### src/hdl/lth_pkg.sv
`default_nettype none
package lth_pkg;

    localparam int LAYERS      = 64;
    localparam int SLOT_W      = 6;
    localparam int CNT_W       = 32;
    localparam int ADDR_W      = 2 * SLOT_W;
    localparam int ID_W        = 24;
    localparam int R_W         = 19;
    localparam int Z_W         = 20;
    localparam int CMP_W       = 22;
    localparam int TOLERANCE   = 32;
    localparam int THR_W       = 17;
    localparam int PROD_W      = CNT_W + THR_W;
    localparam int LIU_W       = 7;
    localparam int IN_DATA_W   = 160;
    localparam int OUT_DATA_W  = 96;

    localparam logic [1:0] CMD_LOAD  = 2'd0;
    localparam logic [1:0] CMD_HIT   = 2'd1;
    localparam logic [1:0] CMD_QUERY = 2'd2;

    localparam logic [0:0] REG_LAYERS = 1'b0;
    localparam logic [0:0] REG_THRESH = 1'b1;

    // One classified item handed from the front to the back.
    typedef struct packed {
        logic [1:0]        kind;
        logic              found;
        logic [SLOT_W-1:0] slot;
        logic [ID_W-1:0]   id;
        logic              last;
        logic [SLOT_W-1:0] from_slot;
        logic [SLOT_W-1:0] to_slot;
    } t_task;

    typedef struct packed {
        logic [1:0]       kind;
        logic             hit_matched;
        logic [ID_W-1:0]  matched_id;
        logic             same_layer_skip;
        logic [CNT_W-1:0] pair_count;
        logic             passes_cut;
        logic             no_tracks;
        logic [CNT_W-1:0] tracks_total;
    } t_result;

endpackage
`default_nettype wire

### src/hdl/lth_queue.sv
`default_nettype none
module lth_queue (
    input  wire logic           i_clk,
    input  wire logic           i_rst_n,
    input  wire logic           i_push,
    input  wire lth_pkg::t_task i_task,
    output logic                o_full,
    input  wire logic           i_pop,
    output logic                o_empty,
    output lth_pkg::t_task      o_task
);

    lth_pkg::t_task r_mem [2];
    logic           r_wp, r_rp;
    logic [1:0]     r_cnt;

    assign o_full  = (r_cnt == 2'd2);
    assign o_empty = (r_cnt == 2'd0);
    assign o_task  = r_mem[r_rp];

    always_ff @(posedge i_clk) begin
        if (i_push) begin
            r_mem[r_wp] <= i_task;
        end
    end

    always_ff @(posedge i_clk) begin
        if (!i_rst_n) begin
            r_wp  <= 1'b0;
            r_rp  <= 1'b0;
            r_cnt <= 2'd0;
        end else begin
            if (i_push) begin
                r_wp <= ~r_wp;
            end
            if (i_pop) begin
                r_rp <= ~r_rp;
            end
            r_cnt <= r_cnt + 2'(i_push) - 2'(i_pop);
        end
    end

endmodule
`default_nettype wire

### config.mk
export PLATFORM = sky130hd
export DESIGN_NAME = lth_queue
export DESIGN_NICKNAME = d
export VERILOG_FILES = /design/src/hdl/lth_pkg.sv /design/src/hdl/lth_queue.sv
export SDC_FILE = /design/constraint.sdc
export NUM_CORES = 1
export LEC_CHECK = 0
export BUFFER_PORTS_ARGS = -buffer_cell sky130_fd_sc_hd__buf_2
export CORE_MARGIN = 5
export CORE_UTILIZATION = 30
export CTS_BUF_LIST = sky130_fd_sc_hd__clkbuf_4
export CTS_CLUSTER_SIZE = 40
export DETAILED_ROUTE_END_ITERATION = 7
export GPL_TIMING_DRIVEN = 1
export HOLD_SLACK_MARGIN = 0.06
export SLEW_MARGIN = 25
export SYNTH_ARGS = -nofsm -noshare
export SYNTH_HDL_FRONTEND = slang
export SYNTH_SLANG_ARGS = --single-unit
### constraint.sdc
create_clock -name i_clk -period 3.4 [get_ports i_clk]
set_clock_uncertainty 0.2 [all_clocks]
set_input_delay 0.34 -clock i_clk [delete_from_list [all_inputs] [get_ports i_clk]]
set_output_delay 0.34 -clock i_clk [all_outputs]
set_load 0.03 [all_outputs]
==> impl_summary.txt <==
----------------------------------------------------
[Global routing]
  Antenna violations before repair ... 0
  First-pass GRT wire length ... 10700 µm
  Total gr overflow ... 0
  Number of global-route vias before repair ... 2106
  Largest net degree at the start of global routing ... 47
  All-Layer GR Usage ... approximately 9.8%

[Worst setup path]
  Critical Path RT ... about 2.9 ns
  CP Data Arrival Time ... 2.00 ns
  Nature of the critical path startpoint ... register
  Top fanout value on the critical path ... 46
  R2R depth ... 2
  Classification of the worst setup path ... reg -> out
  Critical Path End Type ... output pin

[Synth]
  Syn_area_per_cell ... 22.8 µm²
  Post-synth top area share ... around 74%
  Count of unique library cells instantiated by Yosys ... 14
  Sequential cell area fraction in the yosys report ... 76.4%
  Top cells by count, synth ... sky130_fd_sc_hd__edfxtp_1 (92), sky130_fd_sc_hd__mux2_4 (40), sky130_fd_sc_hd__mux2_2 (6), sky130_fd_sc_hd__dfxtp_1 (5)
  Number of warning messages in the yosys log ... 0
  Cell Area, Synth ... 0.00375 mm²
  Yosys top cell by area ... sky130_fd_sc_hd__edfxtp_1
  Count of state elements after synthesis ... 97
  Commonest register cell after synthesis ... sky130_fd_sc_hd__edfxtp_1
  Number of enable-type register cells in the synthesized netlist ... between 90 and 100
  Syn Inst Count ... 164
  Most frequently used cell type in the post-synthesis netlist ... sky130_fd_sc_hd__edfxtp_1
  Top cells by area, synth ... sky130_fd_sc_hd__edfxtp_1 (74%), sky130_fd_sc_hd__mux2_4 (16%), sky130_fd_sc_hd__dfxtp_1 (2.7%), sky130_fd_sc_hd__buf_12 (2.1%), sky130_fd_sc_hd__mux2_2 (1.8%)
  Synthesized net count ... 216
  FFs w/ async S/R, synth ... 0%

[Finish]
  Proportion of layout cells with a drive suffix above 1 ... 50.5%
  Post-Layout Cell Count ... ~500
  Number of antenna repair diodes ... 0
  Synth-to-Final Area Change ... 33.4%
  Final std cell area, no fill ... ~0.0050 mm²
  Total of fill cells in the finished design ... around 1100
  Number of nets in the layout ... 372
  Final Core Density ... 41.3%

[Timing]
  Share of the cycle needed by the critical path after routing ... 74.8%
  Total count of max-transition violations in the final report ... 0
  Final critical path time including I/O delays and setup ... between 2 and 3 ns
  Maximum clock frequency ... 0.393 GHz
  Actual transition at the worst max-transition pin ... ~0.86 ns
  Hold Fails Final Rpt ... 0
  Slew Limit Headroom ... a little over two fifths
  Final sum of negative setup slack ... 0 ns
  Final worst slack ... 0.856 ns
  Final setup violating endpoints ... 0
  Unrepaired setup endpoints after global routing ... no

[Drt]
  Total length of routed wires ... approximately 7000 µm
  DR iter-0 viols ... 74
  Routed wire length per instance ... 14.1 µm
  Detailed-route vias per instance ... 4.00
  Total via count after detailed routing ... 1974
  Number of nets still failing antenna checks after routing ... 0
  Number of iterations in the first detailed-routing pass ... 4
  DRC viols ... 0

[Hold path]
  Worst min path class ... reg -> reg
  Depth of the worst hold-timing path ... 2

[CTS]
  Clock tree from TritonCTS ... yes
  Clock Tree Buf Depth ... 2
  Sink Count ... a little under 100
  Clock input transition at the sequential cells of the worst setup and hold paths ... around 0.12 ns
  Root Buffer ... sky130_fd_sc_hd__clkbuf_4
  Skew-Pair Late Insertion Delay ... 0.44 ns
  Clock buffer count from CTS ... 9
  Number of buffers added for setup after CTS ... 0
  CTS resizes ... 0
  Deepest level of the CTS H-tree ... 3
  Hold-fix buffers, CTS ... 50

[Die]
  Overall die area ... 0.0148 mm²
  Die Span X ... 122 µm
  Initial core utilization ... a little under a third
  Core Region ... 0.0121 mm²
  Count of standard-cell rows ... 40
  Chip height ... 122 µm
  IO Count ... 98

[Placed design]
  Port Buffer Count ... 97
  Dpl cell area ... 0.00439 mm²
  Placed Cells ... 427
  Global placer's final weighted congestion ... slightly above 0.6
  Setup WS pre-CTS ... 1.32 ns

[Run]
  Max Cap Violations ... 0

[Power]
  Highest ir drop seen on vdd ... 0.230 mV
  Power per unit of standard cell area ... between 400 and 500 mW/mm²
  Static leakage ... 1.97 nW

[Outcome]
  Run status ... complete, no violations

----------------------------------------------------
-- cell families after synthesis --
family          count (synthesis)  share of synthesized area, %
flops                          97                          76.4
simple gates                    9                          1.44
buf+inv                         7                          2.64
mux                            46                          17.8
xor+xnor                        2                         0.835
fa+ha+maj                       2                         0.668
compound gates                  1                         0.200
-- power breakdown --
part | internal [mW] | switching, mW
registers | 1.38 | 0.0477
logic | 0.210 | 0.226
clock network | 0.171 | 0.348
total | 1.76 | 0.622
-- critical path, cell delays in order, from the launching register on --
cell	delay, ns
sky130_fd_sc_hd__dfxtp_4	0.93
sky130_fd_sc_hd__mux2_2	0.42
sky130_fd_sc_hd__buf_2	0.18
-- layout by cell type, fill, tap and decap left out, drive strengths merged --
cell type    instances
nor2                 1
nor2b                4
xor2                 1
clkinvlp             1
dfxtp                5
xnor3                1
o21a                 1
clkinv               3
edfxtp              92
mux2                46
clkbuf              12
and2                 4
inv                  2
buf                100
dlygate4sd3         50
ha                   2
-- layout make-up --
type | instances | area (µm²) | area share [%]
inverters | 2 | 7.51 | 0.150
clock inverters | 4 | 21.3 | 0.426
repair buffers | 150 | 1010 | 20.2
flip-flops and latches | 97 | 2870 | 57.3
well taps | 168 | 210 | 4.21
clock buffers | 12 | 90.1 | 1.80
multi-input cells | 60 | 795 | 15.9
-- through the flow --
| stage | hold WS, ns | total power, mW |
|---|---|---|
| 5_1_grt | 0.360 | 2.51 |
| 4_1_cts | 0.345 | 2.43 |
| 2_1_floorplan | 0.239 | 1.75 |
| 3_3_place_gp | 0.328 | 1.84 |
| 6_report | 0.389 | 2.38 |
| 3_5_place_dp | 0.331 | 1.85 |
-- state kept, by name, indices dropped and copies added, names as in the netlist, named ones only --
name,count
r_mem,92
r_cnt,2
r_rp,1
r_wp,1
-- final timing paths --
kind / startpoint / end / slack (ns)
setup / recovery: register / o_task[1] / 0.86
setup reg to reg: r_wp$_SDFFE_PN0P_ / r_mem[1][1]$_DFFE_PP_ / 1.50
hold / removal: r_rp$_SDFFE_PN0P_ / register / 0.39
hold reg to reg: r_rp$_SDFFE_PN0P_ / register / 0.39
-- layer usage --
layer / wire, µm / up-vias / global-route usage, % / share of wire, %
met5: 0 / - / 0 / 0
met4: 191 / 0 / 5.74 / 2.7
met3: 430 / 17 / 3.34 / 6.2
met2: 3480 / 59 / 16.0 / 50
met1: 2850 / 945 / 11.3 / 41
li1: - / 953 / - / -
Note: power is estimated with default switching activity, not from simulation.
